`src/tks_pkg.sv`:
```
package tks_pkg;

  localparam int CMD_W    = 2;
  localparam int NODE_W   = 16;
  localparam int SIM_W    = 16;
  localparam int SCORE_W  = 32;
  localparam int STATUS_W = 3;
  localparam int K_W      = 5;

  localparam logic [K_W-1:0] K_RESET = 5'd16;

  localparam logic [CMD_W-1:0] CMD_INSERT = 2'd0;
  localparam logic [CMD_W-1:0] CMD_DUMP   = 2'd1;
  localparam logic [CMD_W-1:0] CMD_CLEAR  = 2'd2;

  localparam logic [STATUS_W-1:0] ST_APPENDED  = 3'd0;
  localparam logic [STATUS_W-1:0] ST_REPLACED  = 3'd1;
  localparam logic [STATUS_W-1:0] ST_REJECTED  = 3'd2;
  localparam logic [STATUS_W-1:0] ST_DUMP_ITEM = 3'd3;
  localparam logic [STATUS_W-1:0] ST_EMPTY     = 3'd4;
  localparam logic [STATUS_W-1:0] ST_CLEARED   = 3'd5;

  typedef enum logic [2:0] {
    S_IDLE,
    S_SCAN,
    S_WRITE,
    S_DUMP,
    S_RESP
  } state_t;

  typedef struct packed {
    logic [NODE_W-1:0]         node;
    logic signed [SIM_W-1:0]   sim;
    logic signed [SCORE_W-1:0] score;
  } entry_t;

  typedef struct packed {
    logic shift;
    logic load;
  } cell_ctrl_t;

endpackage

```
`src/tks_if.sv`:
```
interface tks_in_if;
  logic                                valid;
  logic                                ready;
  logic [tks_pkg::CMD_W-1:0]           cmd;
  logic [tks_pkg::NODE_W-1:0]          node_id;
  logic signed [tks_pkg::SIM_W-1:0]    similarity;
  logic signed [tks_pkg::SCORE_W-1:0]  score;

  modport source (output valid, cmd, node_id, similarity, score, input ready);
  modport sink (input valid, cmd, node_id, similarity, score, output ready);
endinterface

interface tks_out_if;
  logic                                valid;
  logic                                ready;
  logic [tks_pkg::STATUS_W-1:0]        status;
  logic [tks_pkg::NODE_W-1:0]          entry_node_id;
  logic signed [tks_pkg::SIM_W-1:0]    entry_similarity;
  logic signed [tks_pkg::SCORE_W-1:0]  entry_score;
  logic                                last;

  modport source (output valid, status, entry_node_id, entry_similarity, entry_score, last,
                  input ready);
  modport sink (input valid, status, entry_node_id, entry_similarity, entry_score, last,
                output ready);
endinterface

interface tks_cfg_if;
  logic                      valid;
  logic                      ready;
  logic [tks_pkg::K_W-1:0]   data;

  modport source (output valid, data, input ready);
  modport sink (input valid, data, output ready);
endinterface

```
`src/tks_cell.sv`:
```
module tks_cell (
  input  logic                clk,
  input  tks_pkg::cell_ctrl_t ctrl,
  input  tks_pkg::entry_t     nb_d,
  input  tks_pkg::entry_t     ld_d,
  output tks_pkg::entry_t     q
);

  tks_pkg::entry_t entry_r;

  always_ff @(posedge clk) begin
    priority if (ctrl.load) begin
      entry_r <= ld_d;
    end else if (ctrl.shift) begin
      entry_r <= nb_d;
    end else begin
      entry_r <= entry_r;
    end
  end

  assign q = entry_r;

endmodule

```
`src/top_k_score_keeper.sv`:
```
// Top-k score keeper: holds the SLOTS best (node, similarity, score) entries.
// in_ch carries requests: insert a candidate, dump the table, or clear it.
// out_ch returns results; last marks the final result of a request.
// cfg_ch writes k_in_use (always ready; write only while the block is idle).
// Entries sit in a ring of cells. A replace-path insert rotates the ring
// once past cell 0 to find the lowest score (lowest slot on ties), passing
// through S_SCAN, S_WRITE and S_RESP before the next request is accepted.
// An append passes through S_WRITE and S_RESP, an empty dump or a clear
// through S_RESP only. A dump rotates the ring once, emitting one entry per
// cycle for held slots while out_ch does not stall.
// One request is worked on at a time. Every result, including each dumped
// entry, is registered in the output register before it appears on out_ch.
// While out_ch.ready is low the result register holds and the dump rotation
// pauses; the ring always returns to slot order after a full turn.
// Reset empties the table and sets k_in_use to 16; slot contents are not
// cleared since only held slots are ever reported.
module top_k_score_keeper #(
  parameter int SLOTS = 16
) (
  input  logic             clk,
  input  logic             rst_n,
  tks_in_if.sink           in_ch,
  tks_out_if.source        out_ch,
  tks_cfg_if.sink          cfg_ch
);

  localparam int IW   = (SLOTS > 1) ? $clog2(SLOTS) : 1;
  localparam int CW   = $clog2(SLOTS + 1);
  localparam int CMPW = (CW > tks_pkg::K_W) ? CW : tks_pkg::K_W;

  tks_pkg::state_t state_r, state_nxt;

  logic [CW-1:0]              held_r;
  logic [tks_pkg::K_W-1:0]    k_r;
  logic [IW-1:0]              step_r;
  logic                       append_r;
  logic [tks_pkg::STATUS_W-1:0] status_r;
  tks_pkg::entry_t            cand_r;
  logic signed [tks_pkg::SCORE_W-1:0] min_score_r;
  logic [IW-1:0]              min_idx_r;

  logic                       out_valid_r;
  logic [tks_pkg::STATUS_W-1:0] out_status_r;
  tks_pkg::entry_t            out_entry_r;
  logic                       out_last_r;

  tks_pkg::entry_t            cell_q [SLOTS];
  logic                       shift;
  logic                       wr_en;
  logic [IW-1:0]              wr_idx;
  logic                       in_rdy;
  logic                       in_acc;
  logic                       advance;
  logic                       out_load;
  logic                       load_entry;
  logic                       last_nxt;
  logic [tks_pkg::STATUS_W-1:0] ostat;
  logic                       step_held;
  logic                       step_end;
  logic                       take;
  logic                       win;
  logic                       has_room;
  logic [CMPW-1:0]            k_ext;
  logic [CMPW-1:0]            cap;

  // ring of cells, each takes its right neighbor's entry on a shift
  genvar gi;
  generate
    for (gi = 0; gi < SLOTS; gi++) begin : g_cell
      tks_pkg::cell_ctrl_t ctrl;
      assign ctrl.shift = shift;
      assign ctrl.load  = wr_en && (wr_idx == IW'(gi));
      tks_cell u_cell (
        .clk  (clk),
        .ctrl (ctrl),
        .nb_d (cell_q[(gi + 1) % SLOTS]),
        .ld_d (cand_r),
        .q    (cell_q[gi])
      );
    end
  endgenerate

  // capacity saturated into 1..SLOTS
  always_comb begin
    k_ext = CMPW'(k_r);
    priority if (k_ext == '0) begin
      cap = CMPW'(1);
    end else if (k_ext > CMPW'(SLOTS)) begin
      cap = CMPW'(SLOTS);
    end else begin
      cap = k_ext;
    end
  end

  assign has_room  = CMPW'(held_r) < cap;
  assign advance   = !out_valid_r || out_ch.ready;
  assign in_acc    = in_rdy && in_ch.valid;
  assign step_held = CW'(step_r) < held_r;
  assign step_end  = step_r == IW'(SLOTS - 1);
  assign take      = step_held && ((step_r == '0) || (cell_q[0].score < min_score_r));
  assign win       = min_score_r < cand_r.score;
  assign wr_idx    = append_r ? held_r[IW-1:0] : min_idx_r;

  always_comb begin
    state_nxt = state_r;
    unique case (state_r)
      tks_pkg::S_IDLE: begin
        if (in_acc) begin
          unique case (in_ch.cmd)
            tks_pkg::CMD_INSERT: state_nxt = has_room ? tks_pkg::S_WRITE : tks_pkg::S_SCAN;
            tks_pkg::CMD_DUMP:   state_nxt = (held_r == '0) ? tks_pkg::S_RESP : tks_pkg::S_DUMP;
            tks_pkg::CMD_CLEAR:  state_nxt = tks_pkg::S_RESP;
            default:             state_nxt = tks_pkg::S_IDLE;
          endcase
        end
      end
      tks_pkg::S_SCAN:  if (step_end) state_nxt = tks_pkg::S_WRITE;
      tks_pkg::S_WRITE: state_nxt = tks_pkg::S_RESP;
      tks_pkg::S_DUMP:  if (advance && step_end) state_nxt = tks_pkg::S_IDLE;
      tks_pkg::S_RESP:  if (advance) state_nxt = tks_pkg::S_IDLE;
      default:          state_nxt = tks_pkg::S_IDLE;
    endcase
  end

  always_comb begin
    in_rdy     = 1'b0;
    shift      = 1'b0;
    wr_en      = 1'b0;
    out_load   = 1'b0;
    load_entry = 1'b0;
    last_nxt   = 1'b1;
    ostat      = status_r;
    unique case (state_r)
      tks_pkg::S_IDLE:  in_rdy = 1'b1;
      tks_pkg::S_SCAN:  shift = 1'b1;
      tks_pkg::S_WRITE: wr_en = append_r || win;
      tks_pkg::S_DUMP: begin
        shift      = advance;
        out_load   = advance && step_held;
        load_entry = 1'b1;
        ostat      = tks_pkg::ST_DUMP_ITEM;
        last_nxt   = CW'(step_r) == (held_r - CW'(1));
      end
      tks_pkg::S_RESP:  out_load = advance;
      default: ;
    endcase
  end

  always_ff @(posedge clk) begin
    if (!rst_n) begin
      state_r     <= tks_pkg::S_IDLE;
      held_r      <= '0;
      k_r         <= tks_pkg::K_RESET;
      step_r      <= '0;
      out_valid_r <= 1'b0;
    end else begin
      state_r <= state_nxt;
      if (cfg_ch.valid) begin
        k_r <= cfg_ch.data;
      end
      if (in_acc) begin
        step_r <= '0;
        if (in_ch.cmd == tks_pkg::CMD_CLEAR) begin
          held_r <= '0;
        end
      end else if (shift) begin
        step_r <= step_r + IW'(1);
      end
      if (state_r == tks_pkg::S_WRITE && append_r) begin
        held_r <= held_r + CW'(1);
      end
      if (out_load) begin
        out_valid_r <= 1'b1;
      end else if (out_ch.ready) begin
        out_valid_r <= 1'b0;
      end
    end
  end

  always_ff @(posedge clk) begin
    if (in_acc) begin
      cand_r.node  <= in_ch.node_id;
      cand_r.sim   <= in_ch.similarity;
      cand_r.score <= in_ch.score;
      append_r     <= has_room;
      status_r     <= (in_ch.cmd == tks_pkg::CMD_CLEAR) ? tks_pkg::ST_CLEARED
                                                        : tks_pkg::ST_EMPTY;
    end
    if (state_r == tks_pkg::S_SCAN && take) begin
      min_score_r <= cell_q[0].score;
      min_idx_r   <= step_r;
    end
    if (state_r == tks_pkg::S_WRITE) begin
      status_r <= append_r ? tks_pkg::ST_APPENDED :
                  win      ? tks_pkg::ST_REPLACED : tks_pkg::ST_REJECTED;
    end
    if (out_load) begin
      out_status_r <= ostat;
      out_entry_r  <= load_entry ? cell_q[0] : '0;
      out_last_r   <= last_nxt;
    end
  end

  assign in_ch.ready             = in_rdy;
  assign cfg_ch.ready            = 1'b1;
  assign out_ch.valid            = out_valid_r;
  assign out_ch.status           = out_status_r;
  assign out_ch.entry_node_id    = out_entry_r.node;
  assign out_ch.entry_similarity = out_entry_r.sim;
  assign out_ch.entry_score      = out_entry_r.score;
  assign out_ch.last             = out_last_r;

  a_held_bound: assert property (@(posedge clk) disable iff (!rst_n)
    held_r <= CW'(SLOTS))
    else $error("held count above slot count");

  a_no_shift_write: assert property (@(posedge clk) disable iff (!rst_n)
    !(shift && wr_en))
    else $error("ring shift and slot write in the same cycle");

  a_scan_nonempty: assert property (@(posedge clk) disable iff (!rst_n)
    state_r == tks_pkg::S_SCAN |-> held_r != '0)
    else $error("minimum search over an empty table");

  a_dump_enters: assert property (@(posedge clk) disable iff (!rst_n)
    (in_acc && in_ch.cmd == tks_pkg::CMD_DUMP && held_r != '0) |=>
      state_r == tks_pkg::S_DUMP && step_r == '0)
    else $error("dump request did not start the ring rotation");

  a_append_fits: assert property (@(posedge clk) disable iff (!rst_n)
    (state_r == tks_pkg::S_WRITE && append_r) |-> held_r < CW'(SLOTS))
    else $error("append past the last slot");

endmodule

```
`src/flat_wrapper.sv`:
```
// flat-port wrapper written by rule: the top's interface ports become plain ports
module top_k_score_keeper_flat 
#(
  parameter int SLOTS = 16
)
  (clk, rst_n, in_ch_valid, in_ch_cmd, in_ch_node_id, in_ch_similarity, in_ch_score, in_ch_ready, out_ch_valid, out_ch_status, out_ch_entry_node_id, out_ch_entry_similarity, out_ch_entry_score, out_ch_last, out_ch_ready, cfg_ch_valid, cfg_ch_data, cfg_ch_ready);
  tks_in_if in_ch_i ();
  tks_out_if out_ch_i ();
  tks_cfg_if cfg_ch_i ();
  input  logic clk;
  input  logic rst_n;
  input wire logic [$bits(in_ch_i.valid)-1:0] in_ch_valid;
  input wire logic [$bits(in_ch_i.cmd)-1:0] in_ch_cmd;
  input wire logic [$bits(in_ch_i.node_id)-1:0] in_ch_node_id;
  input wire logic [$bits(in_ch_i.similarity)-1:0] in_ch_similarity;
  input wire logic [$bits(in_ch_i.score)-1:0] in_ch_score;
  output wire logic [$bits(in_ch_i.ready)-1:0] in_ch_ready;
  output wire logic [$bits(out_ch_i.valid)-1:0] out_ch_valid;
  output wire logic [$bits(out_ch_i.status)-1:0] out_ch_status;
  output wire logic [$bits(out_ch_i.entry_node_id)-1:0] out_ch_entry_node_id;
  output wire logic [$bits(out_ch_i.entry_similarity)-1:0] out_ch_entry_similarity;
  output wire logic [$bits(out_ch_i.entry_score)-1:0] out_ch_entry_score;
  output wire logic [$bits(out_ch_i.last)-1:0] out_ch_last;
  input wire logic [$bits(out_ch_i.ready)-1:0] out_ch_ready;
  input wire logic [$bits(cfg_ch_i.valid)-1:0] cfg_ch_valid;
  input wire logic [$bits(cfg_ch_i.data)-1:0] cfg_ch_data;
  output wire logic [$bits(cfg_ch_i.ready)-1:0] cfg_ch_ready;
  assign in_ch_i.valid = in_ch_valid;
  assign in_ch_i.cmd = in_ch_cmd;
  assign in_ch_i.node_id = in_ch_node_id;
  assign in_ch_i.similarity = in_ch_similarity;
  assign in_ch_i.score = in_ch_score;
  assign in_ch_ready = in_ch_i.ready;
  assign out_ch_valid = out_ch_i.valid;
  assign out_ch_status = out_ch_i.status;
  assign out_ch_entry_node_id = out_ch_i.entry_node_id;
  assign out_ch_entry_similarity = out_ch_i.entry_similarity;
  assign out_ch_entry_score = out_ch_i.entry_score;
  assign out_ch_last = out_ch_i.last;
  assign out_ch_i.ready = out_ch_ready;
  assign cfg_ch_i.valid = cfg_ch_valid;
  assign cfg_ch_i.data = cfg_ch_data;
  assign cfg_ch_ready = cfg_ch_i.ready;
  top_k_score_keeper #(.SLOTS(SLOTS)) u_core (.clk(clk), .rst_n(rst_n), .in_ch(in_ch_i), .out_ch(out_ch_i), .cfg_ch(cfg_ch_i));
endmodule
```
`config.mk`:
```
export PLATFORM = sky130hd
export DESIGN_NAME = top_k_score_keeper_flat
export DESIGN_NICKNAME = d
export VERILOG_FILES = /design/src/tks_pkg.sv /design/src/tks_if.sv /design/src/tks_cell.sv /design/src/top_k_score_keeper.sv /design/src/flat_wrapper.sv
export SDC_FILE = /design/constraint.sdc
export NUM_CORES = 1
export LEC_CHECK = 0
export ABC_AREA = 1
export BUFFER_PORTS_ARGS = -buffer_cell sky130_fd_sc_hd__buf_2
export CELL_PAD_IN_SITES_DETAIL_PLACEMENT = 2
export CELL_PAD_IN_SITES_GLOBAL_PLACEMENT = 2
export CORE_MARGIN = 2
export CORE_UTILIZATION = 43
export CTS_BUF_LIST = sky130_fd_sc_hd__clkbuf_8
export DETAILED_ROUTE_END_ITERATION = 12
export PLACE_DENSITY_LB_ADDON = 0.15
export SETUP_SLACK_MARGIN = 0.4
export SLEW_MARGIN = 0
export SYNTH_ARGS = -nofsm -noshare
export SYNTH_HDL_FRONTEND = slang
export SYNTH_SLANG_ARGS = --single-unit
```
`constraint.sdc`:
```
create_clock -name clk -period 6.2 [get_ports clk]
set_input_delay 0.31 -clock clk [delete_from_list [all_inputs] [get_ports clk]]
set_output_delay 0.31 -clock clk [all_outputs]
set_load 0.1 [all_outputs]
```
==> results_dict.tcl <==
set metrics [dict create \
    outcome "finished clean" \
    vias_per_cell 6.21 \
    start_kind "flop" \
    fin_nets 5627 \
    slew_violations 0 \
    endpoint_kind "flop" \
    cts_resized 0 \
    clk_pin_slew_ns 0.06 \
    synth_seq_cells 1214 \
    avgSynthCellArea_sq_um 10.3 \
    cp_data_required_time_ns 6.73 \
    crit_type "flop to flop" \
    hold_viol 0 \
    root_buffer "clkbuf_8" \
    drt_iter0_drc 4784 \
    htreeDepth 4 \
    routedWlPerCell_um 29.7 \
    grtUsageTotal 0.323 \
    grt_remaining_overflow 0 \
    row_count 133 \
    postCtsSetupBuffers 0 \
    gp_congestion 0.790 \
    endpoint "u_core.g_cell[0].u_cell.q[37]" \
    portBuffers 145 \
    peakVddDrop_mv 0.226 \
    start_util 0.433 \
    yosys_warnings 0 \
    cts_buffer_depth 3 \
    fin_ws_ns 1.12 \
    fmax_mhz 197 \
    synth_cell_types 36 \
    drv_cap 0 \
    cts.sinks 1214 \
    rr_endpoint "u_core.g_cell[0].u_cell.q[37]" \
    yosysSeqAreaShare 0.640 \
    io_pins 147 \
    multiInputGateArea_sq_um 17200 \
    clock_latency_ns 0.92 \
    cts_buffers 212 \
    worstMarginPinSlew_ns 1.29 \
    final_layout_size_suffix_gt1_frac 0.100 \
    die_width_um 367 \
    syn_to_final_growth_pct 10.6 \
    finalCritPeriodShare 0.820 \
    drcViolationCount 0 \
    hold_class "input port to flop" \
    power_w 0.0186 \
    coreArea_sq_um 131000 \
    grt_max_degree 203 \
    crit_path_start "u_core.cand_r[14]" \
    grt_pass1_wl_um 326000 \
    drt_first_pass_iters 6 \
    grt_pass1_vias 49200 \
    netlist_area_sq_um 56700 \
    wl_um 220000 \
    vias 46000 \
    syn_nets 5661 \
    fin_skew_ns 0.0334 \
    dieHeight_um 367 \
    cts_tree "yes" \
    leakagePower_nw 25.5 \
    crit_fanout 40 \
    fin_tns_setup_ns 0 \
    holdBufCountCts 86 \
    critPathArrivalTime_ns 5.62 \
    antenna_found_initial 16 \
    powerDensity_nw_per_um2 297 \
    antenna_left 0 \
    dp_hpwl_um 118000 \
    register_area_sq_um 36300 \
    dp_slack_ns 1.21 \
    fillCellCount 13600 \
    rrSetupSlack_ns 1.12 \
    r2r_cells 16 \
    die_area_sq_um 135000 \
    rsz0062_at_grt "false" \
    fin_crit_ns 5.08 \
    synth_cells 5511 \
    r2r_start "u_core.cand_r[14]" \
    slew-limit-headroom 0.142 \
    setup_viol 0 \
]
final cells by class:
| cell class | instances | area share |
|---|---|---|
| flip-flops and latches | 1214 | 0.578 |
| multi-input cells | 3523 | 0.274 |
| clock buffers | 218 | 0.0478 |
| repair buffers | 345 | 0.0421 |
| well taps | 1755 | 0.0350 |
| clock inverters | 165 | 0.0117 |
| inverters | 181 | 0.0108 |
| diodes | 4 | 0.000160 |
kinds of logic after synthesis:
group	after synthesis	share of synthesized area
flops	1214	0.640
fa+ha+maj	74	0.0163
buf+inv	774	0.0643
compound gates	90	0.00860
xor+xnor	5	0.000772
simple gates	3353	0.270
other cells	1	0.0000661
report_power, final:
part           internal [W]  leakage (nW)  total (W)  switching, W
registers           0.00927          11.0    0.00970      0.000431
clock network       0.00332          2.20    0.00685       0.00353
logic              0.000337          12.3    0.00211       0.00177
registers in the layout, indices dropped and copies added (netlist names), 3 cells and up:
register / flops
u_core.status_r: 3
u_core.k_ext: 5
u_core.held_r: 5
u_core.out_ch.entry_similarity: 16
u_core.cand_r: 64
u_core.state_r: 3
u_core.step_r: 4
u_core.min_score_r: 32
u_core.min_idx_r: 4
u_core.g_cell.u_cell.q: 1024
u_core.out_ch.entry_node_id: 16
u_core.out_ch.entry_score: 32
u_core.out_ch.status: 3
worst max-delay path, stage by stage, from the launching register on:
cell and delay [ns]:
edfxtp_1 0.98, inv_1 0.12, ha_1 0.31, nand2_1 0.07, inv_1 0.07, nand3_1 0.13, nor3_1 0.17, nand2_1 0.10
nand2_1 0.20, nand2_1 0.16, nand2_1 0.11, nand2_2 0.08, nand3_4 0.39, buf_4 0.34, nand3_4 0.10, nand2_4 0.74
buf_4 0.54
layout by cell type, fill, tap and decap left out, types with 47 or more instances in the layout:
master	n
inv_1	260
edfxtp_1	1196
nand4_1	1029
nor2_1	98
clkinv_1	59
ha_1	74
nand2_1	2138
buf_2	145
a21oi_1	47
buf_4	98
clkbuf_8	218
dlygate4sd3_1	86
cell usage after synthesis:
master    count  area, sq um
a21o_1        1         7.51
or2_2         4         25.0
buf_6        38          428
clkbuf_1    263          987
buf_4        72          541
nand3_1      17         85.1
nand2_2       1         6.26
buf_1        72          270
dfxtp_1      18          360
a211oi_1      3         22.5
o221ai_1      2         17.5
edfxtp_1   1196        35900
o21a_1        3         22.5
nor4_1        2         12.5
nor3b_1       1         7.51
xnor2_1       2         17.5
nor3_1        9         45.0
nor2_4        1         11.3
nand2_1    2155         8090
o21ai_1       1         5.00
xor2_1        3         26.3
o211ai_1      3         22.5
nor2_1      117          439
buf_2       148          741
o21ai_0      28          140
conb_1        1         3.75
nand3_2      15          150
nand3_4       1         17.5
inv_1       180          676
a21oi_2       1         8.76
inv_2         1         3.75
a31oi_1       1         6.26
nand4_1    1029         6440
and3_1        1         6.26
ha_1         74          926
a21oi_1      47          235
how the worst min path moves through the flow:
stage | start | to | slack (ns) | depth (start not counted)
after detailed placement | u_core.step_r[0] | u_core.min_idx_r[0] | 0.48 | 0
after global placement | u_core.step_r[0] | u_core.min_idx_r[0] | 0.46 | 0
after floorplan | in_ch_score[0] | u_core.cand_r[0] | 0.41 | 0
after global routing | in_ch_similarity[12] | u_core.cand_r[44] | 0.05 | 2
final | in_ch_similarity[12] | u_core.cand_r[44] | 0.1 | 2
after CTS | in_ch_score[2] | u_core.cand_r[2] | 0.009 | 2
through the flow:
| step | hold WS [ns] | cells | utilization | cell area, sq um |
|---|---|---|---|---|
| after global routing | 0.0517 | 7404 | 0.478 | 62700 |
| after global placement | 0.457 | 6932 | 0.443 | 58100 |
| after floorplan | 0.409 | 5511 | - | 56700 |
| final | 0.0988 | 7405 | 0.478 | 62700 |
| after detailed placement | 0.481 | 6932 | 0.443 | 58100 |
| after CTS | 0.00872 | 7401 | 0.478 | 62700 |
layer usage:
layer	vias up	global-route usage	routed length [um]
met5	-	0	34
met1	24300	0.451	93300
li1	19400	-	-
met4	4	0.101	6040
met2	1864	0.519	104000
met3	360	0.0493	16400
Power figures use the tool's default switching activity.
